--- src/rtl/swte_pkg.sv ---
`default_nettype none

package swte_pkg;

    localparam logic [31:0] PROTO_MAGIC    = 32'h4253_4852;
    localparam logic [10:0] HEADER_BYTES   = 11'd12;
    localparam logic [22:0] CHUNK_BYTES    = 23'd1024;
    localparam logic [22:0] MAX_FILE_RESET = 23'd4194304;

    localparam logic [7:0] K_DISC   = 8'd1;
    localparam logic [7:0] K_ANN    = 8'd2;
    localparam logic [7:0] K_OFFER  = 8'd3;
    localparam logic [7:0] K_ACCEPT = 8'd4;
    localparam logic [7:0] K_DATA   = 8'd5;
    localparam logic [7:0] K_ACK    = 8'd6;
    localparam logic [7:0] K_DONE   = 8'd7;

    localparam logic [2:0] RK_ANN    = 3'd2;
    localparam logic [2:0] RK_ACCEPT = 3'd4;
    localparam logic [2:0] RK_ACK    = 3'd6;

    localparam logic ROLE_SENDER   = 1'b0;
    localparam logic ROLE_RECEIVER = 1'b1;

    localparam logic REG_ROLE_MODE      = 1'b0;
    localparam logic REG_MAX_FILE_BYTES = 1'b1;

    typedef struct packed {
        logic load;
        logic scan;
        logic commit;
    } ctrl_cmd_t;

    typedef struct packed {
        logic scan_done;
        logic out_free;
    } ctrl_sts_t;

endpackage

`default_nettype wire

--- src/rtl/swte_ctrl.sv ---
`default_nettype none

module swte_ctrl (
    input  wire                  aclk,
    input  wire                  aresetn,
    input  wire                  s_valid,
    output logic                 s_ready,
    output swte_pkg::ctrl_cmd_t  cmd,
    input  swte_pkg::ctrl_sts_t  sts
);

    localparam logic [1:0] ST_IDLE   = 2'd0;
    localparam logic [1:0] ST_SCAN   = 2'd1;
    localparam logic [1:0] ST_COMMIT = 2'd2;

    logic [1:0] state_reg;
    logic [1:0] state_next;

    always_comb begin
        state_next = state_reg;
        cmd.load   = 1'b0;
        cmd.scan   = 1'b0;
        cmd.commit = 1'b0;
        case (state_reg)
            ST_IDLE: begin
                if (s_valid) begin
                    cmd.load   = 1'b1;
                    state_next = ST_SCAN;
                end
            end
            ST_SCAN: begin
                cmd.scan = 1'b1;
                if (sts.scan_done) begin
                    state_next = ST_COMMIT;
                end
            end
            ST_COMMIT: begin
                if (sts.out_free) begin
                    cmd.commit = 1'b1;
                    state_next = ST_IDLE;
                end
            end
            default: begin
                state_next = ST_IDLE;
            end
        endcase
    end

    assign s_ready = (state_reg == ST_IDLE);

    always_ff @(posedge aclk) begin
        if (!aresetn) begin
            state_reg <= ST_IDLE;
        end else begin
            state_reg <= state_next;
        end
    end

endmodule

`default_nettype wire

--- src/rtl/swte_dp.sv ---
`default_nettype none

module swte_dp #(
    parameter int PEER_SLOTS = 16
) (
    input  wire                  aclk,
    input  wire                  aresetn,
    input  swte_pkg::ctrl_cmd_t  cmd,
    output swte_pkg::ctrl_sts_t  sts,
    input  wire                  cfg_wr_en,
    input  wire                  cfg_index,
    input  wire  [22:0]          cfg_wr_data,
    input  wire  [31:0]          s_source_addr,
    input  wire  [31:0]          s_magic_word,
    input  wire  [7:0]           s_packet_kind,
    input  wire  [15:0]          s_seq_number,
    input  wire  [31:0]          s_header_arg,
    input  wire  [10:0]          s_total_length,
    output logic                 m_valid,
    input  wire                  m_ready,
    output logic                 m_reply_valid,
    output logic [2:0]           m_reply_kind,
    output logic [31:0]          m_reply_addr,
    output logic [15:0]          m_reply_seq,
    output logic                 m_reply_arg,
    output logic                 m_store_valid,
    output logic [22:0]          m_store_offset,
    output logic [10:0]          m_store_len,
    output logic                 m_transfer_done,
    output logic                 m_accept_seen,
    output logic [15:0]          m_last_acked_seq
);

    localparam int CNT_W = $clog2(PEER_SLOTS + 1);
    localparam int IDX_W = (PEER_SLOTS > 1) ? $clog2(PEER_SLOTS) : 1;

    // configuration
    logic        role_reg;
    logic [22:0] max_bytes_reg;

    // latched item
    logic [31:0] src_reg;
    logic [31:0] magic_reg;
    logic [7:0]  kind_reg;
    logic [15:0] seq_reg;
    logic [31:0] arg_reg;
    logic [10:0] len_reg;

    // endpoint state
    logic        busy_reg,      busy_next;
    logic [31:0] bound_reg,     bound_next;
    logic [22:0] fsize_reg,     fsize_next;
    logic [22:0] brecv_reg,     brecv_next;
    logic [15:0] exp_seq_reg,   exp_seq_next;
    logic        done_reg,      done_next;
    logic [CNT_W-1:0] count_reg;
    logic        accept_reg,    accept_next;
    logic [15:0] last_ack_reg,  last_ack_next;

    // peer table and scan
    logic [31:0]      peer_mem [PEER_SLOTS];
    logic [31:0]      rd_data_reg;
    logic [CNT_W-1:0] scan_idx_reg;
    logic             cmp_pend_reg;
    logic             known_reg;
    logic             peer_we;

    // result
    logic        m_valid_reg;
    logic        r_valid, r_arg, st_valid;
    logic [2:0]  r_kind;
    logic [31:0] r_addr;
    logic [15:0] r_seq;
    logic [22:0] st_off;
    logic [10:0] st_len;

    logic        hdr_ok;
    logic        from_bound;
    logic        need_scan;
    logic        table_open;
    logic [10:0] pay;
    logic [22:0] room;
    logic [22:0] take;

    assign hdr_ok     = (len_reg >= swte_pkg::HEADER_BYTES) && (magic_reg == swte_pkg::PROTO_MAGIC);
    assign from_bound = busy_reg && (src_reg == bound_reg);
    assign need_scan  = hdr_ok && (role_reg == swte_pkg::ROLE_SENDER)
                        && (kind_reg == swte_pkg::K_ANN);
    assign table_open = (count_reg < CNT_W'(PEER_SLOTS));
    assign pay        = len_reg - swte_pkg::HEADER_BYTES;
    assign room       = (fsize_reg >= brecv_reg) ? (fsize_reg - brecv_reg) : 23'd0;

    always_comb begin
        take = ({12'd0, pay} < room) ? {12'd0, pay} : room;
        if (take > swte_pkg::CHUNK_BYTES) begin
            take = swte_pkg::CHUNK_BYTES;
        end
    end

    assign sts.scan_done = !need_scan || ((scan_idx_reg == count_reg) && !cmp_pend_reg);
    assign sts.out_free  = !m_valid_reg || m_ready;

    assign peer_we = cmd.commit && need_scan && !known_reg && table_open;

    always_comb begin
        busy_next     = busy_reg;
        bound_next    = bound_reg;
        fsize_next    = fsize_reg;
        brecv_next    = brecv_reg;
        exp_seq_next  = exp_seq_reg;
        done_next     = done_reg;
        accept_next   = accept_reg;
        last_ack_next = last_ack_reg;
        r_valid  = 1'b0;
        r_kind   = 3'd0;
        r_addr   = 32'd0;
        r_seq    = 16'd0;
        r_arg    = 1'b0;
        st_valid = 1'b0;
        st_off   = 23'd0;
        st_len   = 11'd0;
        if (hdr_ok) begin
            if (role_reg == swte_pkg::ROLE_RECEIVER) begin
                case (kind_reg)
                    swte_pkg::K_DISC: begin
                        r_valid = 1'b1;
                        r_kind  = swte_pkg::RK_ANN;
                        r_addr  = src_reg;
                    end
                    swte_pkg::K_OFFER: begin
                        if ((!busy_reg || from_bound) && (arg_reg <= {9'd0, max_bytes_reg})) begin
                            if (!busy_reg) begin
                                fsize_next   = arg_reg[22:0];
                                brecv_next   = 23'd0;
                                exp_seq_next = 16'd0;
                                bound_next   = src_reg;
                                busy_next    = 1'b1;
                            end
                            r_valid = 1'b1;
                            r_kind  = swte_pkg::RK_ACCEPT;
                            r_addr  = src_reg;
                        end
                    end
                    swte_pkg::K_DATA: begin
                        if (from_bound) begin
                            if (seq_reg == exp_seq_reg) begin
                                if (take != 23'd0) begin
                                    st_valid = 1'b1;
                                    st_off   = brecv_reg;
                                    st_len   = take[10:0];
                                end
                                brecv_next   = brecv_reg + take;
                                exp_seq_next = exp_seq_reg + 16'd1;
                            end
                            r_valid = 1'b1;
                            r_kind  = swte_pkg::RK_ACK;
                            r_addr  = src_reg;
                            r_seq   = seq_reg;
                        end
                    end
                    swte_pkg::K_DONE: begin
                        if (from_bound) begin
                            r_valid   = 1'b1;
                            r_kind    = swte_pkg::RK_ACK;
                            r_addr    = src_reg;
                            r_seq     = seq_reg;
                            r_arg     = 1'b1;
                            done_next = 1'b1;
                        end
                    end
                    default: begin
                    end
                endcase
            end else begin
                case (kind_reg)
                    swte_pkg::K_ACCEPT: accept_next   = 1'b1;
                    swte_pkg::K_ACK:    last_ack_next = seq_reg;
                    default: begin
                    end
                endcase
            end
        end
    end

    always_ff @(posedge aclk) begin
        if (peer_we) begin
            peer_mem[count_reg[IDX_W-1:0]] <= src_reg;
        end
        rd_data_reg <= peer_mem[scan_idx_reg[IDX_W-1:0]];
    end

    always_ff @(posedge aclk) begin
        if (cmd.load) begin
            src_reg   <= s_source_addr;
            magic_reg <= s_magic_word;
            kind_reg  <= s_packet_kind;
            seq_reg   <= s_seq_number;
            arg_reg   <= s_header_arg;
            len_reg   <= s_total_length;
        end
        if (cmd.commit) begin
            m_reply_valid    <= r_valid;
            m_reply_kind     <= r_kind;
            m_reply_addr     <= r_addr;
            m_reply_seq      <= r_seq;
            m_reply_arg      <= r_arg;
            m_store_valid    <= st_valid;
            m_store_offset   <= st_off;
            m_store_len      <= st_len;
            m_transfer_done  <= done_next;
            m_accept_seen    <= accept_next;
            m_last_acked_seq <= last_ack_next;
        end
    end

    always_ff @(posedge aclk) begin
        if (!aresetn) begin
            role_reg      <= swte_pkg::ROLE_SENDER;
            max_bytes_reg <= swte_pkg::MAX_FILE_RESET;
            busy_reg      <= 1'b0;
            bound_reg     <= 32'd0;
            fsize_reg     <= 23'd0;
            brecv_reg     <= 23'd0;
            exp_seq_reg   <= 16'd0;
            done_reg      <= 1'b0;
            count_reg     <= '0;
            accept_reg    <= 1'b0;
            last_ack_reg  <= 16'd0;
            scan_idx_reg  <= '0;
            cmp_pend_reg  <= 1'b0;
            known_reg     <= 1'b0;
            m_valid_reg   <= 1'b0;
        end else begin
            if (cfg_wr_en) begin
                case (cfg_index)
                    swte_pkg::REG_ROLE_MODE:      role_reg      <= cfg_wr_data[0];
                    swte_pkg::REG_MAX_FILE_BYTES: max_bytes_reg <= cfg_wr_data;
                    default: begin
                    end
                endcase
            end

            if (cmd.load) begin
                scan_idx_reg <= '0;
                cmp_pend_reg <= 1'b0;
                known_reg    <= 1'b0;
            end else if (cmd.scan && need_scan) begin
                // one read issued per cycle, compared the cycle after
                if (scan_idx_reg != count_reg) begin
                    scan_idx_reg <= scan_idx_reg + CNT_W'(1);
                    cmp_pend_reg <= 1'b1;
                end else begin
                    cmp_pend_reg <= 1'b0;
                end
                if (cmp_pend_reg && (rd_data_reg == src_reg)) begin
                    known_reg <= 1'b1;
                end
            end

            if (cmd.commit) begin
                busy_reg     <= busy_next;
                bound_reg    <= bound_next;
                fsize_reg    <= fsize_next;
                brecv_reg    <= brecv_next;
                exp_seq_reg  <= exp_seq_next;
                done_reg     <= done_next;
                accept_reg   <= accept_next;
                last_ack_reg <= last_ack_next;
                if (peer_we) begin
                    count_reg <= count_reg + CNT_W'(1);
                end
            end

            if (cmd.commit) begin
                m_valid_reg <= 1'b1;
            end else if (m_ready) begin
                m_valid_reg <= 1'b0;
            end
        end
    end

    assign m_valid = m_valid_reg;

endmodule

`default_nettype wire

--- src/rtl/stop_wait_transfer_endpoint_core.sv ---
// Stop-and-wait file-transfer endpoint.
// Input channel (s_valid/s_ready): one decoded packet header per item.
// Output channel (m_valid/m_ready): exactly one result item per input item,
// carrying the reply to send, the buffer write (offset, length) for data, and
// the done/accept/last-ack status after that packet.
// Configuration: cfg_wr_en/cfg_index/cfg_wr_data, index 0 role_mode,
// index 1 max_file_bytes; write only while no item is in flight.
// An accepted item is latched, passes the scan and commit states, and its
// result is registered. An announce in sender role scans the peer table, one
// entry per cycle from a registered memory read. No new item is taken until
// the current one has been committed.
// The result sits in an output register; the next item is taken and worked
// on while it waits, and only the final write of a result stalls on m_ready.
// Reset (aresetn, synchronous, active low) clears the endpoint state, the
// peer count and the output valid; the peer table itself needs no clearing.
`default_nettype none

module stop_wait_transfer_endpoint_core #(
    parameter int PEER_SLOTS = 16
) (
    input  wire         aclk,
    input  wire         aresetn,
    input  wire         cfg_wr_en,
    input  wire         cfg_index,
    input  wire  [22:0] cfg_wr_data,
    input  wire         s_valid,
    output logic        s_ready,
    input  wire  [31:0] s_source_addr,
    input  wire  [31:0] s_magic_word,
    input  wire  [7:0]  s_packet_kind,
    input  wire  [15:0] s_seq_number,
    input  wire  [31:0] s_header_arg,
    input  wire  [10:0] s_total_length,
    output logic        m_valid,
    input  wire         m_ready,
    output logic        m_reply_valid,
    output logic [2:0]  m_reply_kind,
    output logic [31:0] m_reply_addr,
    output logic [15:0] m_reply_seq,
    output logic        m_reply_arg,
    output logic        m_store_valid,
    output logic [22:0] m_store_offset,
    output logic [10:0] m_store_len,
    output logic        m_transfer_done,
    output logic        m_accept_seen,
    output logic [15:0] m_last_acked_seq
);

    swte_pkg::ctrl_cmd_t cmd;
    swte_pkg::ctrl_sts_t sts;

    swte_ctrl u_ctrl (
        .aclk    (aclk),
        .aresetn (aresetn),
        .s_valid (s_valid),
        .s_ready (s_ready),
        .cmd     (cmd),
        .sts     (sts)
    );

    swte_dp #(
        .PEER_SLOTS (PEER_SLOTS)
    ) u_dp (
        .aclk             (aclk),
        .aresetn          (aresetn),
        .cmd              (cmd),
        .sts              (sts),
        .cfg_wr_en        (cfg_wr_en),
        .cfg_index        (cfg_index),
        .cfg_wr_data      (cfg_wr_data),
        .s_source_addr    (s_source_addr),
        .s_magic_word     (s_magic_word),
        .s_packet_kind    (s_packet_kind),
        .s_seq_number     (s_seq_number),
        .s_header_arg     (s_header_arg),
        .s_total_length   (s_total_length),
        .m_valid          (m_valid),
        .m_ready          (m_ready),
        .m_reply_valid    (m_reply_valid),
        .m_reply_kind     (m_reply_kind),
        .m_reply_addr     (m_reply_addr),
        .m_reply_seq      (m_reply_seq),
        .m_reply_arg      (m_reply_arg),
        .m_store_valid    (m_store_valid),
        .m_store_offset   (m_store_offset),
        .m_store_len      (m_store_len),
        .m_transfer_done  (m_transfer_done),
        .m_accept_seen    (m_accept_seen),
        .m_last_acked_seq (m_last_acked_seq)
    );

endmodule

`default_nettype wire

--- config.mk ---
export PLATFORM = sky130hd
export DESIGN_NAME = stop_wait_transfer_endpoint_core
export DESIGN_NICKNAME = d
export VERILOG_FILES = /design/src/rtl/swte_pkg.sv /design/src/rtl/swte_ctrl.sv /design/src/rtl/swte_dp.sv /design/src/rtl/stop_wait_transfer_endpoint_core.sv
export SDC_FILE = /design/constraint.sdc
export NUM_CORES = 1
export LEC_CHECK = 0
export BUFFER_PORTS_ARGS = -buffer_cell sky130_fd_sc_hd__clkbuf_2
export CAP_MARGIN = 20
export CORE_UTILIZATION = 65
export DETAILED_ROUTE_END_ITERATION = 8
export GPL_TIMING_DRIVEN = 0
export PLACE_DENSITY = 0.86
export SLEW_MARGIN = 20
export SYNTH_ARGS = -nofsm -noshare
export SYNTH_HDL_FRONTEND = slang
export SYNTH_SLANG_ARGS = --single-unit
--- constraint.sdc ---
create_clock -name aclk -period 18.2 [get_ports aclk]
set_input_delay 3.64 -clock aclk [delete_from_list [all_inputs] [get_ports aclk]]
set_output_delay 3.64 -clock aclk [all_outputs]
set_load 0.02 [all_outputs]
* Word-level counts from Yosys, hierarchy flattened
Memory sizes are Yosys's and may differ from the RTL's. A register that Yosys moved wholly into a read port is not among the register bits.
Cells that the tools add are included.
** Storage, ports and cells
- Bits in registers :: 389
- Memory bits (writable) :: 512
- Input port bits :: 160
- Output and inout port bits :: 108
- Logic and storage cells :: 158
- Memories kept :: 1
** Memories
- u_dp.peer_mem :: depth 16, width 32, read ports 1, clocked after Yosys merged registers in 1, wr ports 1, line swte_dp.sv:61 : logic [31:0] peer_mem [PEER_SLOTS];
** Operators by class
- Add/subtract/negate cells :: 6
- Magnitude comparators :: 6
- Equality and inequality tests :: 22
- Multiplexer cells :: 47
- Bitwise operators :: 4
- Reductions and logical operators :: 39
** Operator list (count)
- 23-bit 2-to-1 mux :: 7
- 16-bit 2-to-1 mux :: 7
- 32-bit case mux with 3 select lines :: 1
- 32-bit equality test :: 2
- 32-bit 2-to-1 mux :: 2
- 23-bit case mux with 2 select lines :: 1
- 32-bit by 31-bit equality test with 1-bit output (second input constant) :: 1
- 8-bit by 3-bit equality test with 1-bit output (second input constant) :: 4
- 32-bit by 23-bit less-or-equal comparator with 1-bit output :: 1
- 16-bit case mux with 2 select lines :: 1
- 23-bit adder :: 1
- 23-bit greater-or-equal comparator :: 1
- 23-bit by 11-bit greater-than comparator with 1-bit output (second input constant) :: 1
- 11-bit by 23-bit less-than comparator with 1-bit output :: 1
- 23-bit nonzero test :: 1
- 23-bit subtractor :: 1
- 1-bit 2-to-1 mux :: 20
- 16-bit by 1-bit adder with 16-bit output (second input constant) :: 1
- 16-bit equality test :: 1
- 8-bit by 2-bit equality test with 1-bit output (second input constant) :: 2
- 2-bit AND reduction :: 6
- 6-bit AND reduction :: 2
- 11-bit by 4-bit greater-or-equal comparator with 1-bit output (second input constant) :: 1
- 1-bit logical AND :: 11
- 25 further kinds :: 47

* Depth between registers and ports, before layout
Gate-level depths: netlist of the first run.
- Word-level depth :: 10
- Gate-level depth with buffers :: 37
- Depth with buffers taken out :: 34

* Modules after synthesis
From an unflattened synthesis of the first run, not the netlist that was laid out.
** Second synthesis, totals
- Cells, all modules :: 2439
- Area, all modules :: 38724.6 µm²
** By module, submodules not included
- swte_dp :: instances 1, cells an instance 2427, area an instance 38605.8 µm², sequential area each 26105.0 µm²
- swte_ctrl :: instances 1, cells an instance 12, area an instance 118.9 µm², sequential area each 40.0 µm²

* Worst setup path before layout of the first run
No wires, ideal clock.
- Path type :: in2reg
- From :: input port m_ready
- To :: register u_dp.exp_seq_reg[5]
- Setup time :: 0.070 ns
- Arrival time :: 7.749 ns
- Required time :: 18.130 ns
- Setup slack :: 10.382 ns
- Stages :: 9
- Path buffers :: 0
- Cell sequence :: nand2b_1 nand3_1 inv_1 nand3_1 or2_2 and4bb_2 o2111ai_2 or3_1 a21oi_1
** RTL lines
- start, declared :: line stop_wait_transfer_endpoint_core.sv:35 : input wire m_ready,
- end signal, assigned :: line swte_dp.sv:265 : exp_seq_reg <= exp_seq_next;
- end, declared :: line swte_dp.sv:54 : logic [15:0] exp_seq_reg, exp_seq_next;

* Final worst setup path of the first run
- From :: register u_dp.brecv_reg[8]
- To :: register u_dp.brecv_reg[22]
** Between the ends
- Cells in the longest elaborated chain, start to end :: 10
- Elaborated cells between the ends (all ways) :: 11
- Those cells by class :: add/sub (2); order compare (3); mux (6)
** RTL lines
- start, declared :: line swte_dp.sv:53 : logic [22:0] brecv_reg, brecv_next;
- start signal, assigned :: line swte_dp.sv:264 : brecv_reg <= brecv_next;
- 23-bit subtractor or 23-bit greater-or-equal comparator (tied branches) :: line swte_dp.sv:91 : assign room = (fsize_reg >= brecv_reg) ? (fsize_reg - brecv_reg) : 23'd0;
- 23-bit 2-to-1 mux (*) :: line swte_dp.sv:91
- 11-bit by 23-bit less-than comparator with 1-bit output :: line swte_dp.sv:94 : take = ({12'd0, pay} < room) ? {12'd0, pay} : room;
- 23-bit 2-to-1 mux (*) :: line swte_dp.sv:94
- 23-bit by 11-bit greater-than comparator with 1-bit output :: line swte_dp.sv:95 : if (take > swte_pkg::CHUNK_BYTES) begin
- 23-bit 2-to-1 mux (*) :: line swte_dp.sv:95
- named net u_dp.take[3] :: line swte_dp.sv:83 : logic [22:0] take;
- 23-bit adder (*) :: line swte_dp.sv:152 : brecv_next = brecv_reg + take;
- 23-bit 2-to-1 mux (*) :: line swte_dp.sv:146 : if (seq_reg == exp_seq_reg) begin
- 23-bit 2-to-1 mux (*) :: line swte_dp.sv:145 : if (from_bound) begin
- 23-bit case mux with 2 select lines (*) :: line swte_dp.sv:124 : case (kind_reg)
Mark *: on every way through the listed nets, which the timed path passes. The rest lies on a longest branch. The select of a mux whose other input is x is not followed.
A chain may end at the register's enable or synchronous reset.

==> results.md, run 1 <==
- H-tree Lvls: 3
- Detailed placement HPWL: between 70 and 80 mm
- Post-synthesis register bit count: just over 900
- Final Critical Period: about 9000 ps
- Pint: between 3000 and 4000 uW
- Synthesized area per cell: between 15 and 20 um^2
- Max Slew Vio Count: 0
- CTS-repair resized insts: 0
- Final antenna-violating net count: 0
- Final worst slack: 9313 ps
- Crit share post-route: 48.83%
- Number of flip-flops in the largest register: about 510
- Max incr delay on CP: 820 ps
- Final nets: ~3200
- Hold_buf cts: 0
- Initial antenna violation count: 5
- Die X: between 200 and 250 um
- RSZ-0062 raised after global routing: false
- Final setup violation count: 0
- # rows: around 90
- Clk slew on worst S/H paths: ~60 ps
- Clock Sinks: ~930
- Seq pwr share: a little over half
- EDFF count, synth: about 750
- CP endpoint kind: flop
- WL final: ~110 mm
- Largest net degree at the start of global routing: between 50 and 60
- First DRT Iteration DRCs: about 2400
- Initial DRT Pass Iterations: 6
- Final Skew: roughly 38 ps
- Finished Cell Area: between 40000 and 50000 um^2
- Synth unique cells: 92
- Max FO, Critical Path: 10
- Global-route wire length before repair: roughly 160 mm
- Worst setup SP type: flop
- Max stage delay cell, worst path: a2111oi_2
- P_sw: between 1000 and 1500 uW
- CTS Buf Count: 90
- GP Congestion: between 0.9 and 1
- Post-CTS setup repair buffer count: 0
- Pleak: 0.01585 uW
- Max Clock Freq: 112.5 MHz
- I/O pins: 268
- Core Footprint: 59130 um^2
- Top FF cell, synth: edfxtp_1
- CTS Buffer Depth: 3
- Measured slew at the worst slew-check pin: about 1100 ps
- Grt total ovfl: 0
- Worst rel slew slack: around a quarter
- Die span in y: roughly 250 um
- Post-synthesis sequential area ratio: between 60% and 70%
- Logic pwr share: around 4.4%
- Via-per-instance ratio: 6.483
- Switching share of power: about 22%
- Dpl cell area: 42080 um^2
- All-layer global routing usage: a little over a third
- Die area: ~61000 um^2
- CTS tree: done
- Starting Density: between 60% and 70%
- Mapped cell area: a little under 40000 um^2
- Drt wl/cell: approximately 28 um
- Most frequent CP cell: o21ai_0
- Clock power frac: between 40% and 50%
- Max-cap violations: 0
- Share of layout cells above drive strength 1: between 20% and 30%
- FILL cells: around 3200
- Vias in the first global route: around 25000
- Util after Layout: between 70% and 80%
- DRC viols: 0
- Port-buffer cells: approximately 270
- Synth warn: 0
- HP Class: reg -> reg
- Worst-Skew Late Latency: between 600 and 700 ps
- Power Density: around 100 nW/um^2
- Asr flop ratio synth: 0%
- CP Class: reg -> reg
- Synth Instances: about 2600
- Root Driver: clkbuf_16
- Final Hold Vio Count: 0
- WP data arrival: ~9400 ps
- Worst VDD drop: around 0.00011 V
- Status: finished, final reports clean
- TNS Setup: 0 ps
- Synth-to-layout area growth: 16.06%
- Crit path required time: about 19000 ps
- Routed vias: approximately 25000
- Post-place setup slack: between 9000 and 10000 ps
[worst paths after layout]
check                                  start                               to  slack [ps]  depth (start not counted)
max           u_dp.brecv_reg[8]$_SDFFE_PN0P_  u_dp.brecv_reg[22]$_SDFFE_PN0P_        9310                         32
min          u_dp.bound_reg[18]$_SDFFE_PN0P_  u_dp.bound_reg[18]$_SDFFE_PN0P_         460                          2
max reg2reg   u_dp.brecv_reg[8]$_SDFFE_PN0P_  u_dp.brecv_reg[22]$_SDFFE_PN0P_        9310                         32
min reg2reg  u_dp.bound_reg[18]$_SDFFE_PN0P_  u_dp.bound_reg[18]$_SDFFE_PN0P_         460                          2
[power by group through the flow]
| stage | Combinational (uW) | Clock (uW) | Sequential, uW |
|---|---|---|---|
| after global placement | 183 | 0 | 2510 |
| after CTS | 199 | 1900 | 2460 |
| after global routing | 216 | 1980 | 2470 |
| after detailed placement | 197 | 0 | 2510 |
| final | 201 | 1900 | 2460 |
| after floorplan | 101 | 0 | 2490 |
[layout make-up]
type                    instances  area (um^2)  area share [%]
flip-flops and latches        932        26150           57.90
clock inverters                42        451.7           1.000
clock buffers                 126         2562           5.675
repair buffers                311         2086           4.619
multi-input cells            1448        12180           26.96
plain buffers                 103        455.4           1.009
inverters                      81        309.0          0.6844
well taps                     773        967.2           2.142
diodes                          2        5.005         0.01108
[kinds of logic (layout without fill, tap and decap cells)]
family          count (synthesis)  in the layout  synth area share, %
compound gates                329            329                6.007
fa+ha+maj                      87             87                2.836
flops                         932            932                67.20
buf+inv                       184            663                1.933
other cells                     1             14             0.009638
simple gates                  702            702                9.069
xor+xnor                      135            135                3.039
mux                           183            183                9.908
[stage by stage]
stage / cells / total power, uW / hold WS (ps)
after CTS: 3812 / 4562 / 461.9
after floorplan: 2564 / 2592 / 431.7
after global routing: 3817 / 4662 / 478.3
final: 3818 / 4567 / 459.9
after global placement: 3603 / 2693 / 442.3
after detailed placement: 3644 / 2703 / 449.3
[per-layer routing]
| layer | global-route usage, % | wire length, um | up-vias |
|---|---|---|---|
| li1 | - | - | 10520 |
| met2 | 61.33 | 54670 | 1455 |
| met4 | 16.23 | 4999 | 4 |
| met1 | 43.24 | 38360 | 12470 |
| met3 | 6.392 | 8855 | 310 |
| met5 | 0 | 32 | - |
[cells in the final DEF (no fill, tap or decap), types with 24 or more instances in the layout]
master	instances
a21boi_0	100
xor2_1	84
nand4_1	24
ha_1	85
nand3_1	67
nor4_1	24
and3_1	27
clkbuf_16	94
dfxtp_1	184
nand2_1	286
nor2_1	79
xnor2_1	51
mux4_2	160
and2_1	49
a21oi_1	53
edfxtp_1	748
clkbuf_2	273
inv_1	80
clkbuf_1	90
o21ai_0	49
[worst max-delay path, delay by kind of cell (launching register included)]
kind                       cells  cell delay [ps]
DFF                            1              440
adders and majority gates      3             1140
AOI/OAI and AO/OA             19             5060
muxes                          1              370
and+or+nand+nor                6              980
buffers and inverters          3              770
[synth_stat cells (all sizes together), types with 25 or more instances]
library cell,count,area share [%]
nor2,91,0.88
mux4,160,9.3
o21ai,55,0.74
a21oi,56,0.75
and3,27,0.43
xnor2,51,1.1
edfxtp,748,58
clkbuf,70,0.68
xor2,84,1.9
nor4,27,0.50
a21boi,110,2.1
buf,33,0.47
dfxtp,184,9.5
nand3,67,0.86
ha,85,2.7
inv,81,0.78
nor3,25,0.33
and2,69,1.2
nand2,287,2.8
Note: power is estimated with default switching activity, not from simulation.
==> inputs of run 2 (changes only) <==
Settings changed: ABC_AREA set to 1, CORE_UTILIZATION 65 to 61, PLACE_DENSITY 0.86 to 0.81.
Clock period 18.2 ns to 8.55 ns, I/O delays scaled along.
==> run 2 against run 1 <==
  * Area after synthesis increased by 3.2%
  * Synthesized cell count is 41% higher
  * Setup slack worse by 7900 ps
  * Maximum frequency up 24%
  * First-iteration DRC count up 33%
  * Design area is 2.4% higher
  * Critical path depth grew 9
  * Non-clock buffer count increased by 27
  * Global-route usage shrank 2.9 points
  * Sequential share of layout area fell by 1.4 points
  * Largest cell class unchanged
  * Utilization is 4.9 points lower
  * Critical path type unchanged
  * Count of clock-buffer cells in the layout up 2
==> results.md, run 2 <==
- Max Clock Freq: 139.7 MHz (+24%)
- Core Footprint: 64700 um^2 (+9.4%)
- Power Density: 206.7 nW/um^2 (+100%)
- Largest net degree at the start of global routing: 72 (+22%)
- Post-CTS setup repair buffer count: 0 (unchanged)
- TNS Setup: 0 ps (unchanged)
- GP Congestion: 0.9402 (+1.9%)
- Hold path startpoint: u_dp.max_bytes_reg[7]$_SDFFE_PN0P_
- CTS Buffer Depth: 3 (unchanged)
- I/O pins: 268 (unchanged)
- Final antenna-violating net count: 0 (unchanged)
- Hold_buf cts: 0 (unchanged)
- Synth unique cells: 61 (-34%)
- Starting Density: 62.06% (-3.7 points)
- Synth Instances: 3597 (+41%)
- Hold Path End: u_dp.max_bytes_reg[7]$_SDFFE_PN0P_
- WP data arrival: 7740 ps (-1690 ps)
- Area leader, netlist: edfxtp_1
- Mapped cell area: 40150 um^2 (+3.2%)
- Via-per-instance ratio: 5.987 (-7.7%)
- Asr flop ratio synth: 0% (unchanged)
- Final Hold Vio Count: 0 (unchanged)
- Global-route wire length before repair: 163.5 mm (+5.2%)
- Worst VDD drop: 0.0001777 V (+64%)
- Max-cap violations: 0 (unchanged)
- # rows: 93 (+4.5%)
- Post-synthesis register bit count: 932 (unchanged)
- Status: finished, final reports clean
- Most frequent CP cell: nand2_1
- HP Class: reg -> reg
- Worst flop-to-flop path endpoint: u_dp.brecv_reg[21]$_SDFFE_PN0P_
- CTS-repair resized insts: 0 (unchanged)
- Final Skew: 56.51 ps (+18.91 ps)
- Commonest non-fill, non-tap cells in the layout: edfxtp_1, nor2_1, nand2_1, inv_1, clkbuf_2
- Final Critical Period: 7158 ps (-1728 ps)
- Worst-Skew Late Latency: 670 ps (about the same)
- Worst r2r src: u_dp.brecv_reg[14]$_SDFFE_PN0P_
- Util after Layout: 71.49% (-4.9 points)
- CP Class: reg -> reg
- Initial DRT Pass Iterations: 8 (+2)
- CP endpoint kind: flop
- Worst rel slew slack: 37.74% (+11 points)
- Max stage delay cell, worst path: ha_1
- Detailed placement HPWL: 76.38 mm (+6.9%)
- Die area: 66850 um^2 (+9.9%)
- Share of layout cells above drive strength 1: 13.90% (-10 points)
- Initial antenna violation count: 6 (+1)
- Number of flip-flops in the largest register: 512 (unchanged)
- Crit path required time: 9130 ps (-9610 ps)
- Top FF cell, synth: edfxtp_1
- H-tree Lvls: 3 (unchanged)
- R2R depth: 41 (+28%)
- Post-synthesis sequential area ratio: 65.12% (-2.1 points)
- Max FO, Critical Path: 10 (unchanged)
- All-layer global routing usage: 32.45% (-2.9 points)
- RSZ-0062 raised after global routing: false
- DRC viols: 0 (unchanged)
- Worst hold path stage count: 2 (unchanged)
- Grt total ovfl: 0 (unchanged)
- Clk slew on worst S/H paths: 60 ps (about the same)
- Clock Sinks: 932 (unchanged)
- WL final: 109.2 mm (+2.1%)
- Drt wl/cell: 22.19 um (-21%)
- Synth-to-layout area growth: 15.21%
- Most common cell in the netlist: edfxtp_1
- Ranking of synthesized cells by area: edfxtp_1, dfxtp_1, nor2_1
- Synthesized area per cell: 11.16 um^2 (-27%)
- Pleak: 0.01725 uW (+8.8%)
- Die span in y: 258.6 um (+4.8%)
- Final nets: 4233 (+32%)
- CTS tree: done
- FILL cells: 4311 (+34%)
- Port-buffer cells: 266 (unchanged)
- Max Slew Vio Count: 0 (unchanged)
- First DRT Iteration DRCs: 3229 (+33%)
- Worst setup SP type: flop
- Top cell type's share of synthesized area: 55.95% (-1.8 points)
- Die X: 258.6 um (+4.8%)
- CTS Buf Count: 91 (+1.1%)
- Synth warn: 0 (unchanged)
- Routed vias: 29470 (+19%)
- Leading cell type in the layout, fill and taps excluded: edfxtp_1
- EDFF count, synth: 748 (unchanged)
- Internal reg-to-reg setup slack: 1390 ps (-7920 ps)
- Post-synth top cells: edfxtp_1, nor2_1, nand2_1
- Final setup violation count: 0 (unchanged)
- Max incr delay on CP: 440 ps (-380 ps)
- Crit share post-route: 83.72% (+35 points)
- Root Driver: clkbuf_16
- Vias in the first global route: 28830 (+14%)
- Measured slew at the worst slew-check pin: 933.8 ps (-167.0 ps)
==> run 2: stage by stage <==
| stage | area, um^2 | cells | worst slack, ps | hold slack, ps | power [uW] |
|---|---|---|---|---|---|
| final | 46250 | 4922 | 1392 | 456.7 | 9559 |
| after global routing | 46250 | 4922 | 723.0 | 475.7 | 9772 |
| after CTS | 46250 | 4919 | 1483 | 455.2 | 9555 |
| after detailed placement | 43190 | 4748 | 1596 | 442.6 | 5552 |
| after global placement | 42590 | 4729 | 896.4 | 442.7 | 5545 |
| after floorplan | 40190 | 3608 | 2788 | 427.5 | 5384 |
==> run 2: logic make-up (layout without fill, tap and decap cells) <==
family	Yosys count	after routing	synth area share, %
AO/OA/AOI/OAI	580	580	9.194
flip-flops	932	932	65.12
other	1	15	0.009340
buffers and inverters	513	969	4.986
AND/OR/NAND/NOR	1364	1364	15.16
XOR/XNOR	68	68	1.483
adder cells (fa/ha/maj)	87	87	2.749
multiplexers	52	52	1.296
==> run 2: layout make-up <==
| cell class | instances | area [um^2] | share of cell area (%) |
|---|---|---|---|
| diodes | 3 | 7.507 | 0.01623 |
| clock buffers | 128 | 2560 | 5.535 |
| repair buffers | 285 | 1797 | 3.885 |
| flip-flops and latches | 932 | 26150 | 56.53 |
| clock inverters | 43 | 491.7 | 1.063 |
| multi-input cells | 2163 | 12170 | 26.31 |
| plain buffers | 156 | 665.6 | 1.439 |
| inverters | 357 | 1348 | 2.913 |
| well taps | 855 | 1070 | 2.313 |
==> run 2: metal layers <==
layer	routed length, um	GRT usage (%)	vias up	share of wire [%]
li1	-	-	13380	-
met1	38850	38.96	13980	36
met2	54340	55.87	1717	50
met3	9935	5.448	386	9.1
met4	6061	17.80	6	5.5
met5	32	0	-	0.029
==> run 2: power breakdown <==
part           internal [uW]  switching, uW  leakage [uW]  total, uW
clock network           2350           1740       0.00149       4090
logic                    125            241       0.00730        366
registers               4990            109       0.00847       5100
total                   7470           2090        0.0173       9560
==> run 2: worst max path at each step <==
stage                                          from                                  end  slack [ps]  cells after the start
finish              u_dp.brecv_reg[14]$_SDFFE_PN0P_      u_dp.brecv_reg[21]$_SDFFE_PN0P_        1390                     41
global route        u_dp.brecv_reg[19]$_SDFFE_PN0P_      u_dp.brecv_reg[21]$_SDFFE_PN0P_         720                     41
CTS                 u_dp.brecv_reg[14]$_SDFFE_PN0P_      u_dp.brecv_reg[21]$_SDFFE_PN0P_        1480                     41
detailed placement  u_dp.brecv_reg[14]$_SDFFE_PN0P_      u_dp.brecv_reg[21]$_SDFFE_PN0P_        1600                     41
global placement                            m_ready  u_dp.m_reply_addr[15]$_SDFFCE_PN0P_         900                      7
floorplan                                   m_ready         u_dp.m_accept_seen$_DFFE_PP_        2790                      6
==> run 2: worst max-delay path, delay by kind of cell (launching register included) <==
kind	cells	cell delay, ps
AND/OR/NAND/NOR	20	2720
XOR/XNOR	1	230
AO/OA/AOI/OAI	11	2150
buffers and inverters	6	640
adder cells (fa/ha/maj)	3	990
flip-flops	1	330
